<file path="config.mk">
export PLATFORM = sky130hd
export DESIGN_NAME = imu_screen_orientation_detect_flat
export DESIGN_NICKNAME = d
export VERILOG_FILES = /design/src/sv/iso_pkg.sv /design/src/sv/iso_if.sv /design/src/sv/imu_screen_orientation_detect.sv /design/src/flat_wrapper.sv
export SDC_FILE = /design/constraint.sdc
export NUM_CORES = 2
export LEC_CHECK = 0
export BUFFER_PORTS_ARGS = -buffer_cell sky130_fd_sc_hd__buf_2
export CAP_MARGIN = 20
export CORE_MARGIN = 3
export CORE_UTILIZATION = 60
export DETAILED_ROUTE_END_ITERATION = 12
export GPL_ROUTABILITY_DRIVEN = 0
export PLACE_DENSITY = 0.83
export SYNTH_ARGS = -nofsm -noshare
export SYNTH_HDL_FRONTEND = slang
export SYNTH_SLANG_ARGS = --single-unit
</file>
<file path="constraint.sdc">
create_clock -name clk_i -period 14.9 [get_ports clk_i]
set_clock_uncertainty 0.15 [all_clocks]
set_input_delay 0 -clock clk_i [delete_from_list [all_inputs] [get_ports clk_i]]
set_output_delay 0 -clock clk_i [all_outputs]
set_load 0.05 [all_outputs]
</file>
<file path="src/sv/iso_pkg.sv">
// shared types and constants for the screen orientation detector
package iso_pkg;

  localparam int unsigned NowW   = 32;
  localparam int unsigned AccelW = 15;
  localparam int unsigned GyroW  = 16;
  localparam int unsigned RotW   = 2;
  localparam int unsigned CauseW = 2;
  localparam int unsigned CfgIdxW  = 2;
  localparam int unsigned CfgDataW = 24;

  localparam int unsigned MinIntW = 10;
  localparam int unsigned SettleW = 14;
  localparam int unsigned LockW   = 14;
  localparam int unsigned ThrW    = 24;

  // reset values of the configuration registers
  localparam logic [MinIntW-1:0] MinIntRst = 10'd20;
  localparam logic [SettleW-1:0] SettleRst = 14'd350;
  localparam logic [LockW-1:0]   LockRst   = 14'd650;
  localparam logic [ThrW-1:0]    ThrRst    = 24'd832000;

  // fixed thresholds
  localparam logic [16:0] AccMargin  = 17'd150;
  localparam logic [15:0] AccAxisMin = 16'd550;
  localparam logic [15:0] AccFlatMin = 16'd650;
  localparam logic [16:0] GyroMin    = 17'd192;
  localparam logic [41:0] DecayMul   = 42'd839;
  localparam int unsigned DecayShift = 10;

  typedef logic [RotW-1:0] rot_t;

  typedef enum logic [CauseW-1:0] {
    CAUSE_NONE    = 2'd0,
    CAUSE_GRAVITY = 2'd1,
    CAUSE_GYRO    = 2'd2
  } cause_e;

  typedef enum logic [CfgIdxW-1:0] {
    CFG_MIN_INTERVAL = 2'd0,
    CFG_SETTLE       = 2'd1,
    CFG_LOCK         = 2'd2,
    CFG_TURN_THR     = 2'd3
  } cfg_idx_e;

  // rotations and quarter-turn steps
  localparam rot_t RotUp    = 2'd0;
  localparam rot_t RotLeft  = 2'd1;
  localparam rot_t RotRight = 2'd3;
  localparam rot_t StepCw   = 2'd1;
  localparam rot_t StepCcw  = 2'd3;

  typedef struct packed {
    logic [NowW-1:0]          now_ms;
    logic                     sample_ok;
    logic signed [AccelW-1:0] accel_x;
    logic signed [AccelW-1:0] accel_y;
    logic signed [AccelW-1:0] accel_z;
    logic signed [GyroW-1:0]  gyro_z;
    logic                     wake_reset;
  } smp_t;

endpackage

</file>
<file path="src/sv/iso_if.sv">
// channel interfaces: sample input, result output, configuration write
interface iso_smp_if import iso_pkg::*; ();
  logic                     valid;
  logic                     ready;
  logic [NowW-1:0]          now_ms;
  logic                     sample_ok;
  logic signed [AccelW-1:0] accel_x;
  logic signed [AccelW-1:0] accel_y;
  logic signed [AccelW-1:0] accel_z;
  logic signed [GyroW-1:0]  gyro_z;
  logic                     wake_reset;

  modport source (output valid, now_ms, sample_ok, accel_x, accel_y, accel_z, gyro_z,
                  wake_reset, input ready);
  modport sink   (input valid, now_ms, sample_ok, accel_x, accel_y, accel_z, gyro_z,
                  wake_reset, output ready);
endinterface

interface iso_res_if import iso_pkg::*; ();
  logic              valid;
  logic              ready;
  logic [RotW-1:0]   rotation;
  logic              changed;
  logic [CauseW-1:0] cause;

  modport source (output valid, rotation, changed, cause, input ready);
  modport sink   (input valid, rotation, changed, cause, output ready);
endinterface

interface iso_cfg_if import iso_pkg::*; ();
  logic                valid;
  logic                ready;
  logic [CfgIdxW-1:0]  index;
  logic [CfgDataW-1:0] data;

  modport source (output valid, index, data, input ready);
  modport sink   (input valid, index, data, output ready);
endinterface

</file>
<file path="src/sv/imu_screen_orientation_detect.sv">
// top level of the imu screen orientation detector
//
// channel   dir  payload                                              transfer
// smp_i     in   now_ms sample_ok accel_x/y/z gyro_z wake_reset       valid & ready
// res_o     out  rotation changed cause                               valid & ready
// cfg_i     in   index data (min_interval, settle, lock, turn_thr)    valid & ready
//
// one sample per cycle sustained while res_o is ready; its transfer loads the input
// register, and the result register is loaded from it once res_o can take the result
// the pass is set by the gyro_z * dt multiply, saturating add and threshold compare
// reset clears the valid flags and detector state and loads the default configuration; cfg_i is always ready
// a stalled res_o holds its result; the input register fills and then smp_i.ready drops
module imu_screen_orientation_detect import iso_pkg::*; (
  input  logic  clk_i,
  input  logic  rst_ni,
  iso_smp_if.sink   smp_i,
  iso_res_if.source res_o,
  iso_cfg_if.sink   cfg_i
);

  // configuration registers
  logic [MinIntW-1:0] min_int_q;
  logic [SettleW-1:0] settle_q;
  logic [LockW-1:0]   lock_q;
  logic [ThrW-1:0]    thr_q;

  assign cfg_i.ready = 1'b1;

  always_ff @(posedge clk_i or negedge rst_ni) begin
    if (!rst_ni) begin
      min_int_q <= MinIntRst;
      settle_q  <= SettleRst;
      lock_q    <= LockRst;
      thr_q     <= ThrRst;
    end else if (cfg_i.valid && cfg_i.ready) begin
      unique case (cfg_idx_e'(cfg_i.index))
        CFG_MIN_INTERVAL: min_int_q <= cfg_i.data[MinIntW-1:0];
        CFG_SETTLE:       settle_q  <= cfg_i.data[SettleW-1:0];
        CFG_LOCK:         lock_q    <= cfg_i.data[LockW-1:0];
        CFG_TURN_THR:     thr_q     <= cfg_i.data[ThrW-1:0];
        default:          ;
      endcase
    end
  end

  // input register and result register handshake
  smp_t   smp_q;
  logic   stg_vld_q;
  logic   res_vld_q;
  rot_t   res_rot_q;
  logic   res_chg_q;
  cause_e res_cause_q;
  logic   fire;

  assign fire        = stg_vld_q && (!res_vld_q || res_o.ready);
  assign smp_i.ready = !stg_vld_q || fire;

  always_ff @(posedge clk_i or negedge rst_ni) begin
    if (!rst_ni) begin
      stg_vld_q <= 1'b0;
      res_vld_q <= 1'b0;
    end else begin
      if (smp_i.ready) begin
        stg_vld_q <= smp_i.valid;
      end
      if (fire) begin
        res_vld_q <= 1'b1;
      end else if (res_o.ready) begin
        res_vld_q <= 1'b0;
      end
    end
  end

  always_ff @(posedge clk_i) begin
    if (smp_i.valid && smp_i.ready) begin
      smp_q.now_ms     <= smp_i.now_ms;
      smp_q.sample_ok  <= smp_i.sample_ok;
      smp_q.accel_x    <= smp_i.accel_x;
      smp_q.accel_y    <= smp_i.accel_y;
      smp_q.accel_z    <= smp_i.accel_z;
      smp_q.gyro_z     <= smp_i.gyro_z;
      smp_q.wake_reset <= smp_i.wake_reset;
    end
  end

  // detector state
  logic [NowW-1:0]    last_q, last_d;
  rot_t               cur_q, cur_d;
  rot_t               pend_q, pend_d;
  logic [NowW-1:0]    since_q, since_d;
  logic [NowW-1:0]    lock_until_q, lock_until_d;
  logic signed [31:0] acc_q, acc_d;
  logic               chg_d;
  cause_e             cause_d;

  // wake clears timestamp and accumulator before anything else
  logic [NowW-1:0]    last_w;
  logic signed [31:0] acc_w;
  logic [NowW-1:0]    diff, dt, lock_diff, settle_diff;
  logic               pass, locked;

  assign last_w      = smp_q.wake_reset ? '0 : last_q;
  assign acc_w       = smp_q.wake_reset ? '0 : acc_q;
  assign diff        = smp_q.now_ms - last_w;
  assign pass        = diff >= {{(NowW-MinIntW){1'b0}}, min_int_q};
  assign dt          = (last_w == '0) ? '0 : diff;
  assign lock_diff   = smp_q.now_ms - lock_until_q;
  assign locked      = lock_diff[NowW-1];
  assign settle_diff = smp_q.now_ms - since_q;

  // magnitudes of the accel and gyro axes
  logic signed [15:0] ax16, ay16, az16;
  logic [15:0]        aax, aay, aaz;
  logic signed [16:0] gz17;
  logic [16:0]        agz;

  assign ax16 = 16'(smp_q.accel_x);
  assign ay16 = 16'(smp_q.accel_y);
  assign az16 = 16'(smp_q.accel_z);
  assign aax  = ax16[15] ? 16'(-ax16) : 16'(ax16);
  assign aay  = ay16[15] ? 16'(-ay16) : 16'(ay16);
  assign aaz  = az16[15] ? 16'(-az16) : 16'(az16);
  assign gz17 = 17'(smp_q.gyro_z);
  assign agz  = gz17[16] ? 17'(-gz17) : 17'(gz17);

  logic x_dom, y_dom, grav, flat;
  rot_t grav_rot;

  assign x_dom    = ({1'b0, aax} > (17'(aay) + AccMargin)) && (aax > AccAxisMin);
  assign y_dom    = ({1'b0, aay} > (17'(aax) + AccMargin)) && (aay > AccAxisMin);
  assign grav     = x_dom || y_dom;
  assign grav_rot = x_dom ? ((ax16 > 16'sd0) ? RotLeft : RotRight) : RotUp;
  assign flat     = (aaz > AccFlatMin) && (agz > GyroMin);

  // gyro integration with saturation to 32 bits signed
  logic signed [48:0] gz_x, dt_x, prod;
  logic signed [49:0] sum;
  logic signed [31:0] sat;

  assign gz_x = 49'(smp_q.gyro_z);
  assign dt_x = $signed({17'b0, dt});
  assign prod = gz_x * dt_x;
  assign sum  = 50'(acc_w) + 50'(prod);

  always_comb begin
    if ((&sum[49:31]) || !(|sum[49:31])) begin
      sat = sum[31:0];
    end else if (sum[49]) begin
      sat = 32'sh8000_0000;
    end else begin
      sat = 32'sh7fff_ffff;
    end
  end

  // decay by 839/1024 on the magnitude, truncating toward zero
  logic [31:0]        acc_mag, dmag, new_mag;
  logic [41:0]        dprod;
  logic signed [31:0] decayed, acc_new;

  assign acc_mag = acc_w[31] ? 32'(-acc_w) : 32'(acc_w);
  assign dprod   = 42'(acc_mag) * DecayMul;
  assign dmag    = dprod[DecayShift +: 32];
  assign decayed = acc_w[31] ? -$signed(dmag) : $signed(dmag);
  assign acc_new = flat ? sat : decayed;
  assign new_mag = acc_new[31] ? 32'(-acc_new) : 32'(acc_new);

  logic trig;
  rot_t gyro_rot;

  assign trig     = new_mag >= {8'b0, thr_q};
  assign gyro_rot = cur_q + ((!acc_new[31] && (acc_new != '0)) ? StepCw : StepCcw);

  // single-pass state update
  always_comb begin
    last_d       = last_w;
    cur_d        = cur_q;
    pend_d       = pend_q;
    since_d      = since_q;
    lock_until_d = lock_until_q;
    acc_d        = acc_w;
    chg_d        = 1'b0;
    cause_d      = CAUSE_NONE;
    if (pass) begin
      last_d = smp_q.now_ms;
      if (smp_q.sample_ok) begin
        if (locked) begin
          acc_d = '0;
        end else if (!grav) begin
          acc_d = acc_new;
          if (trig) begin
            acc_d        = '0;
            lock_until_d = smp_q.now_ms + NowW'(lock_q);
            cur_d        = gyro_rot;
            pend_d       = gyro_rot;
            chg_d        = 1'b1;
            cause_d      = CAUSE_GYRO;
          end
        end else begin
          acc_d = '0;
          if (grav_rot != pend_q) begin
            pend_d  = grav_rot;
            since_d = smp_q.now_ms;
          end else if ((grav_rot != cur_q) &&
                       (settle_diff >= NowW'(settle_q))) begin
            cur_d        = grav_rot;
            lock_until_d = smp_q.now_ms + NowW'(lock_q);
            chg_d        = 1'b1;
            cause_d      = CAUSE_GRAVITY;
          end
        end
      end
    end
  end

  always_ff @(posedge clk_i or negedge rst_ni) begin
    if (!rst_ni) begin
      last_q       <= '0;
      cur_q        <= '0;
      pend_q       <= '0;
      since_q      <= '0;
      lock_until_q <= '0;
      acc_q        <= '0;
    end else if (fire) begin
      last_q       <= last_d;
      cur_q        <= cur_d;
      pend_q       <= pend_d;
      since_q      <= since_d;
      lock_until_q <= lock_until_d;
      acc_q        <= acc_d;
    end
  end

  // result register
  always_ff @(posedge clk_i) begin
    if (fire) begin
      res_rot_q   <= cur_d;
      res_chg_q   <= chg_d;
      res_cause_q <= cause_d;
    end
  end

  assign res_o.valid    = res_vld_q;
  assign res_o.rotation = res_rot_q;
  assign res_o.changed  = res_chg_q;
  assign res_o.cause    = res_cause_q;

  // checks
  a_cause_matches_change: assert property (@(posedge clk_i) disable iff (!rst_ni)
    res_vld_q |-> (res_chg_q == (res_cause_q != CAUSE_NONE)))
    else $error("cause and changed disagree");

  a_stall_blocks_input: assert property (@(posedge clk_i) disable iff (!rst_ni)
    (stg_vld_q && res_vld_q && !res_o.ready) |-> !smp_i.ready)
    else $error("input taken while the stage is blocked");

  a_gyro_clears_accum: assert property (@(posedge clk_i) disable iff (!rst_ni)
    (fire && (cause_d == CAUSE_GYRO)) |=> (acc_q == '0))
    else $error("accumulator not cleared after gyro turn");

  a_change_moves_rotation: assert property (@(posedge clk_i) disable iff (!rst_ni)
    (fire && chg_d) |=> (cur_q != $past(cur_q)))
    else $error("reported change left the rotation as it was");

endmodule

</file>
<file path="src/flat_wrapper.sv">
// flat-port wrapper written by rule: the top's interface ports become plain ports
module imu_screen_orientation_detect_flat import iso_pkg::*;
  (clk_i, rst_ni, smp_i_valid, smp_i_now_ms, smp_i_sample_ok, smp_i_accel_x, smp_i_accel_y, smp_i_accel_z, smp_i_gyro_z, smp_i_wake_reset, smp_i_ready, res_o_valid, res_o_rotation, res_o_changed, res_o_cause, res_o_ready, cfg_i_valid, cfg_i_index, cfg_i_data, cfg_i_ready);
  iso_smp_if smp_i_i ();
  iso_res_if res_o_i ();
  iso_cfg_if cfg_i_i ();
  input  logic clk_i;
  input  logic rst_ni;
  input wire logic [$bits(smp_i_i.valid)-1:0] smp_i_valid;
  input wire logic [$bits(smp_i_i.now_ms)-1:0] smp_i_now_ms;
  input wire logic [$bits(smp_i_i.sample_ok)-1:0] smp_i_sample_ok;
  input wire logic [$bits(smp_i_i.accel_x)-1:0] smp_i_accel_x;
  input wire logic [$bits(smp_i_i.accel_y)-1:0] smp_i_accel_y;
  input wire logic [$bits(smp_i_i.accel_z)-1:0] smp_i_accel_z;
  input wire logic [$bits(smp_i_i.gyro_z)-1:0] smp_i_gyro_z;
  input wire logic [$bits(smp_i_i.wake_reset)-1:0] smp_i_wake_reset;
  output wire logic [$bits(smp_i_i.ready)-1:0] smp_i_ready;
  output wire logic [$bits(res_o_i.valid)-1:0] res_o_valid;
  output wire logic [$bits(res_o_i.rotation)-1:0] res_o_rotation;
  output wire logic [$bits(res_o_i.changed)-1:0] res_o_changed;
  output wire logic [$bits(res_o_i.cause)-1:0] res_o_cause;
  input wire logic [$bits(res_o_i.ready)-1:0] res_o_ready;
  input wire logic [$bits(cfg_i_i.valid)-1:0] cfg_i_valid;
  input wire logic [$bits(cfg_i_i.index)-1:0] cfg_i_index;
  input wire logic [$bits(cfg_i_i.data)-1:0] cfg_i_data;
  output wire logic [$bits(cfg_i_i.ready)-1:0] cfg_i_ready;
  assign smp_i_i.valid = smp_i_valid;
  assign smp_i_i.now_ms = smp_i_now_ms;
  assign smp_i_i.sample_ok = smp_i_sample_ok;
  assign smp_i_i.accel_x = smp_i_accel_x;
  assign smp_i_i.accel_y = smp_i_accel_y;
  assign smp_i_i.accel_z = smp_i_accel_z;
  assign smp_i_i.gyro_z = smp_i_gyro_z;
  assign smp_i_i.wake_reset = smp_i_wake_reset;
  assign smp_i_ready = smp_i_i.ready;
  assign res_o_valid = res_o_i.valid;
  assign res_o_rotation = res_o_i.rotation;
  assign res_o_changed = res_o_i.changed;
  assign res_o_cause = res_o_i.cause;
  assign res_o_i.ready = res_o_ready;
  assign cfg_i_i.valid = cfg_i_valid;
  assign cfg_i_i.index = cfg_i_index;
  assign cfg_i_i.data = cfg_i_data;
  assign cfg_i_ready = cfg_i_i.ready;
  imu_screen_orientation_detect u_core (.clk_i(clk_i), .rst_ni(rst_ni), .smp_i(smp_i_i), .res_o(res_o_i), .cfg_i(cfg_i_i));
endmodule
</file>
# Word level (Yosys, flattened, before mapping)
# Index checks and enable logic that the tools add are counted.
# totals
register_bits,296
in_bits,126
out_inout_bits,8
# classes
add_sub_neg,15
n_mul,2
magnitude_cmp,10
n_eq_ne,8
n_mux,46
bitwise_logic,3
reduce_logical,30
# ops
operator,count
$mux W32,19
$neg A32 Y32,3
$sub A32 B32 Y32,3
$add A32 B49 Y50,1
$mul A16 B33 Y49,1
$gt A16 B10 Y1 const B,3
$mux W16,3
$neg A15 Y16,3
$mul A32 B10 Y42 const B,1
$add A16 B8 Y17 const B,2
$gt A16 B17 Y1,2
$add A32 B14 Y32,1
$ge A32 B10 Y1,1
$ge A32 B14 Y1,1
$ge A32 B24 Y1,1
$logic_not A32 Y1,1
$mux W2,16
$reduce_bool A32 Y1,1
$reduce_and A19 Y1,1
$reduce_or A19 Y1,1
$gt A17 B8 Y1 const B,1
$mux W17,1
$neg A16 Y17,1
$gt A15 B1 Y1 const B,1
other kinds (16),45

# Longest topological paths before layout
# depth
ltp_word,19
depth_mapped,70
depth_no_buf,63

# Least setup slack after synthesis
# Ideal clock, no wire load.
# synth_path
path_kind,reg2reg
from,reg u_core.smp_q[0] (netlist name)
to,reg u_core.lock_until_q[16]
setup_time_ps,128
t_arrival_ps,14231
t_required_ps,14622
setup_slack_ps,392
path_stages_with_launch,68
n_path_buf,8
period_less_slack_ps,14508
path_cell_list,edfxtp_1 -> clkbuf_1 -> clkbuf_1 -> clkbuf_1 -> nor2b_1 -> ha_1 -> fa_1 -> nor2b_1 -> o21ai_0 -> a21boi_0 -> o21a_1 -> o21a_1 -> o2111a_1 -> o21ai_0 -> a211o_1 -> nand4_1 -> a41o_1 -> a21o_1 -> [... 32 more ...] -> a21o_1 -> a21o_1 -> a21o_1 -> a21o_1 -> a21o_1 -> a21oi_1 -> nor2b_1 -> o21ai_0 -> a21o_1 -> a21oi_1 -> o211ai_1 -> a211o_1 -> o2111ai_1 -> nor4_1 -> nand4_1 -> o21ai_2 -> buf_4 -> mux2_1
# synth_between
elab_chain_len,15
elab_cells_between_ends,25
classes_between,5 x add/sub; 2 x mul; 2 x order compare; 9 x mux; 7 x reduce/logical
# synth_rtl
item,line_no,rtl
"start, declared",imu_screen_orientation_detect.sv:47,smp_t smp_q;
$mux W32,imu_screen_orientation_detect.sv:102,assign last_w = smp_q.wake_reset ? '0 : last_q;
$sub A32 B32 Y32 or $logic_not A32 Y1 (tied branches),"imu_screen_orientation_detect.sv:104, imu_screen_orientation_detect.sv:106",
$mux W32,imu_screen_orientation_detect.sv:106,assign dt = (last_w == '0) ? '0 : diff;
$mul A16 B33 Y49,imu_screen_orientation_detect.sv:142,assign prod = gz_x * dt_x;
$add A32 B49 Y50,imu_screen_orientation_detect.sv:143,assign sum = 50'(acc_w) + 50'(prod);
$reduce_or A19 Y1,imu_screen_orientation_detect.sv:146,if ((&sum[49:31]) || !(|sum[49:31])) begin
$logic_not A1 Y1,imu_screen_orientation_detect.sv:146,
$logic_or A1 B1 Y1,imu_screen_orientation_detect.sv:146,
$mux W32,imu_screen_orientation_detect.sv:146,
$mux W32,imu_screen_orientation_detect.sv:164,assign acc_new = flat ? sat : decayed;
$neg A32 Y32,imu_screen_orientation_detect.sv:165,assign new_mag = acc_new[31] ? 32'(-acc_new) : 32'(acc_new);
$mux W32,imu_screen_orientation_detect.sv:165,
$ge A32 B24 Y1,imu_screen_orientation_detect.sv:170,"assign trig = new_mag >= {8'b0, thr_q};"
$reduce_bool A2 Y1 (no line),n/a,
$reduce_and A7 Y1 (no line) *,n/a,
"end signal, assigned",imu_screen_orientation_detect.sv:228,lock_until_q <= lock_until_d;
"end, declared",imu_screen_orientation_detect.sv:91,"logic [NowW-1:0] lock_until_q, lock_until_d;"
# Every way passes the cells marked *; elsewhere a longest branch is shown, timed or not.
# A chain may end at the register's enable or synchronous reset.

# Worst setup path after layout
# layout_path
from,reg u_core.smp_q[63] (netlist name)
to,reg u_core.lock_until_q[30]
# layout_between
elab_chain_len,14
elab_cells_between_ends,28
classes_between,6 x add/sub; 1 x mul; 3 x order compare; 1 x eq/ne; 9 x mux; 1 x bitwise; 7 x reduce/logical
# layout_rtl
item,line_no,rtl
$sub A32 B32 Y32,imu_screen_orientation_detect.sv:104,assign diff = smp_q.now_ms - last_w;
$mux W32,imu_screen_orientation_detect.sv:106,
$mul A16 B33 Y49,imu_screen_orientation_detect.sv:142,
$add A32 B49 Y50,imu_screen_orientation_detect.sv:143,
$reduce_or A19 Y1,imu_screen_orientation_detect.sv:146,
$logic_not A1 Y1,imu_screen_orientation_detect.sv:146,
$logic_or A1 B1 Y1,imu_screen_orientation_detect.sv:146,
$mux W32,imu_screen_orientation_detect.sv:146,
$mux W32,imu_screen_orientation_detect.sv:164,
$neg A32 Y32,imu_screen_orientation_detect.sv:165,
$mux W32,imu_screen_orientation_detect.sv:165,
$ge A32 B24 Y1,imu_screen_orientation_detect.sv:170,
$reduce_bool A2 Y1 (no line),n/a,
$reduce_and A7 Y1 (no line),n/a,
# Parallel ways exist; a longest one is shown, timed or not. The select of a mux whose other input is x is not followed.

==> metrics.csv <==
metric,value,unit
status,"complete, no violations",
whs_endpoint,u_core.smp_q[63],
r2r_start,u_core.smp_q[63],
critPathKind,flip-flop to flip-flop,
reg2reg_depth,63,
hp-class,primary input to flip-flop,
clock_latency,620,ps
synth-edff-count,100,
fp.dieH,288,um
path_delay_family,compound AO/OA/AOI/OAI gates,
detail_route.wirelength,151000,um
grtUsageTotal,36.0,%
instances_no_fill,6932,
routedWlPerCell,21.8,um
cp.buffers_inverters,9,
area_growth,13.6,%
detailed_place_hpwl,107000,um
routed_via_density,6.30,
clk_path_buf_depth,3,
period_needed,14590,ps
reg2reg_to,u_core.lock_until_q[30],
hold_violations,0,
cts.sink_count,296,
syn_area,47800,um2
cp_data_arrival_time,14960,ps
synth_warnings,0,
placed_cells,6597,
crit_required,15270,ps
startpoint_type,flip-flop,
layout-drive-gt1-share,9.68,%
dr_total_vias,43600,
drc,0,
cp_max_fo,15,
die_x,288,um
port_buffers,132,
grt_pass1_vias,44300,
slowest_delay,640,ps
crit_top_cell,a21o_1,
fin_nets,7048,
drv_cap,0,
num_io_pins,134,
whs_path_depth,2,
grt_pass1_wl,237000,um
hold_start,smp_i_now_ms[0],
reg2reg_setup_slack,310,ps
ys_ff_latch,296,
syn_avg_cell_area,8.67,um2
synth_cells,5515,
endpoint_kind,flip-flop,
fin_crit_sh,97.9,%
grt_overflow,0,
grt_antenna_before_repair,5,
clk_pin_slew,70,ps
grt_max_degree,123,
relSlewSlack,28.2,%
slowest_stage,or4_4,
cts_made_buffers,31,
yosysUniqueCellTypes,109,
seq_area_frac_synth,16.6,%
dieArea,83200,um2
clock-root-buffer,clkbuf_16,
dr.pass1.iters,10,
cts_tree,done,
drtIter0Drc,4789,
fp-row-count,102,
finalSetupViolations,0,
fmax,0.0686,GHz
antenna_left,0,
async_flop_share,66.2,%
synth_ff_type,dfrtp_1,
slew_viol_final,0,
core_area,78200,um2
htree_levels,1,
start_util,61.2,%
tightest_slew,1080,ps
==> placed cells by master, fill, tap and decap left out, types with 16 or more instances in the layout <==
cell type / instances
a211oi_1: 16
a21o_1: 88
a21oi_1: 198
a21oi_2: 19
a22o_1: 38
a31oi_1: 38
and2_1: 163
and3_1: 29
buf_2: 131
buf_4: 140
clkbuf_16: 34
dfrtp_1: 178
dfstp_2: 18
dlygate4sd3_1: 242
edfxtp_1: 100
fa_1: 577
ha_1: 468
inv_1: 992
mux2_2: 62
mux2i_1: 40
nand2_1: 621
nand2b_1: 49
nand3_1: 73
nand4_1: 69
nor2_1: 263
nor2b_1: 71
nor3_1: 97
nor4_1: 32
o211ai_1: 25
o21a_1: 34
o21ai_0: 193
o21ai_1: 49
o21bai_1: 18
o31ai_1: 30
o41ai_1: 19
or3_1: 29
xnor2_1: 144
xor2_1: 109
==> worst max-delay path by stage <==
stage,to,cells after the start,startpoint
finish,u_core.lock_until_q[30],63,u_core.smp_q[63]
global route,u_core.res_o.rotation[1],61,u_core.smp_q[0]
CTS,u_core.acc_q[6],59,u_core.smp_q[0]
detailed placement,u_core.lock_until_q[26],61,u_core.smp_q[0]
global placement,u_core.lock_until_q[29],61,u_core.smp_q[0]
floorplan,u_core.lock_until_q[16],67,u_core.smp_q[0]
==> cells by family (layout without fill, tap and decap cells) <==
group           Yosys count  in the layout  synth area share, %
simple gates           1625           1625                 16.6
buf+inv                1209           1577                 9.62
fa+ha+maj              1060           1060                 36.8
compound gates          958            959                 13.3
flops                   296            296                 16.6
xor+xnor                256            256                 4.69
mux                     109            109                 2.46
other cells               2             10               0.0157
==> Yosys cell counts (9+ instances only) <==
library cell / instances / share of area, %
nor4_1: 36 / 0.47
a311oi_1: 9 / 0.16
a21boi_0: 10 / 0.16
a21o_1: 88 / 1.4
xor2_1: 109 / 2.0
dfrtp_1: 178 / 9.3
dfstp_2: 18 / 0.99
buf_2: 19 / 0.20
o41ai_1: 20 / 0.37
a211oi_1: 22 / 0.35
and3_1: 29 / 0.38
a22oi_1: 9 / 0.14
nor3b_1: 13 / 0.20
clkbuf_1: 182 / 1.4
nand4_1: 69 / 0.90
a22o_1: 39 / 0.71
mux2_2: 62 / 1.5
nand2b_1: 49 / 0.64
and2_1: 164 / 2.1
o31a_1: 10 / 0.18
a31oi_1: 41 / 0.54
a21oi_1: 215 / 2.2
xnor2_1: 147 / 2.7
o21ai_0: 206 / 2.2
inv_1: 992 / 7.8
o2111ai_1: 13 / 0.24
mux2i_1: 42 / 0.88
and4_1: 16 / 0.29
o21bai_1: 18 / 0.28
or3_1: 30 / 0.39
nand2_1: 628 / 4.9
nand3_1: 74 / 0.77
a2111oi_0: 10 / 0.18
or4_1: 12 / 0.19
o211ai_1: 25 / 0.39
nor2b_1: 74 / 0.97
nor3_1: 102 / 1.1
ha_1: 481 / 13
o31ai_1: 32 / 0.50
nor2_1: 268 / 2.1
or2_2: 15 / 0.20
o21a_1: 36 / 0.56
o21ai_1: 46 / 0.48
fa_1: 579 / 24
edfxtp_1: 100 / 6.3
==> timing repair <==
action                                  CTS  global route
resized for setup                         6           142
endpoints found under the setup margin   68            72
pin swaps                                 1            23
buffers inserted                          1            25
hold endpoints to repair                330             0
gates cloned                              0             2
hold buffers                            242             0
==> sequential cells by signal (all words and copies together) (netlist names) <==
register and cells:
u_core.smp_q 34, u_core.acc_q 32, u_core.last_q 32, u_core.lock_until_q 32
u_core.since_q 32, u_core.thr_q 24, u_core.gz17 16, u_core.ax16 15
u_core.ay16 15, u_core.az16 15, u_core.lock_q 14, u_core.settle_q 14
u_core.min_int_q 10, u_core.cur_q 2, u_core.pend_q 2, u_core.res_o.cause 2
u_core.res_o.rotation 2, u_core.res_o.changed 1, u_core.res_o.valid 1, u_core.stg_vld_q 1
==> area by class of cell <==
cell class                 count  area [um2]
antenna                        5        12.5
clock buffer                  42         921
clock inverter                16         169
fill                        5376       23900
inverter                     994        3730
multi-input combinational   4014       36000
sequential                   296        7930
tap                         1040        1300
timing repair buffer         525        4300
==> metrics by stage <==
| stage | util (%) | setup slack [ps] | setup TNS [ps] | cell area [um2] | hold slack, ps |
|---|---|---|---|---|---|
| after floorplan | - | 392 | 0 | 47900 | -446 |
| after global placement | 63.8 | 156 | 0 | 49900 | 26.2 |
| after detailed placement | 63.8 | -305 | -13750 | 49900 | 28.1 |
| after CTS | 68.4 | 66.7 | 0 | 53500 | 58.8 |
| after global routing | 69.5 | -261 | -13850 | 54300 | 124 |
| final | 69.5 | 314 | 0 | 54300 | 140 |
==> per-layer routing <==
layer,track usage (%),share of wire [%]
met1,44.0,36
met2,58.4,46
met3,8.87,12
met4,20.0,6.9
met5,0,0
Power is left out: the tool's default activity adds up to more than one toggle a clock period on the data nets, which glitch-free logic cannot reach.
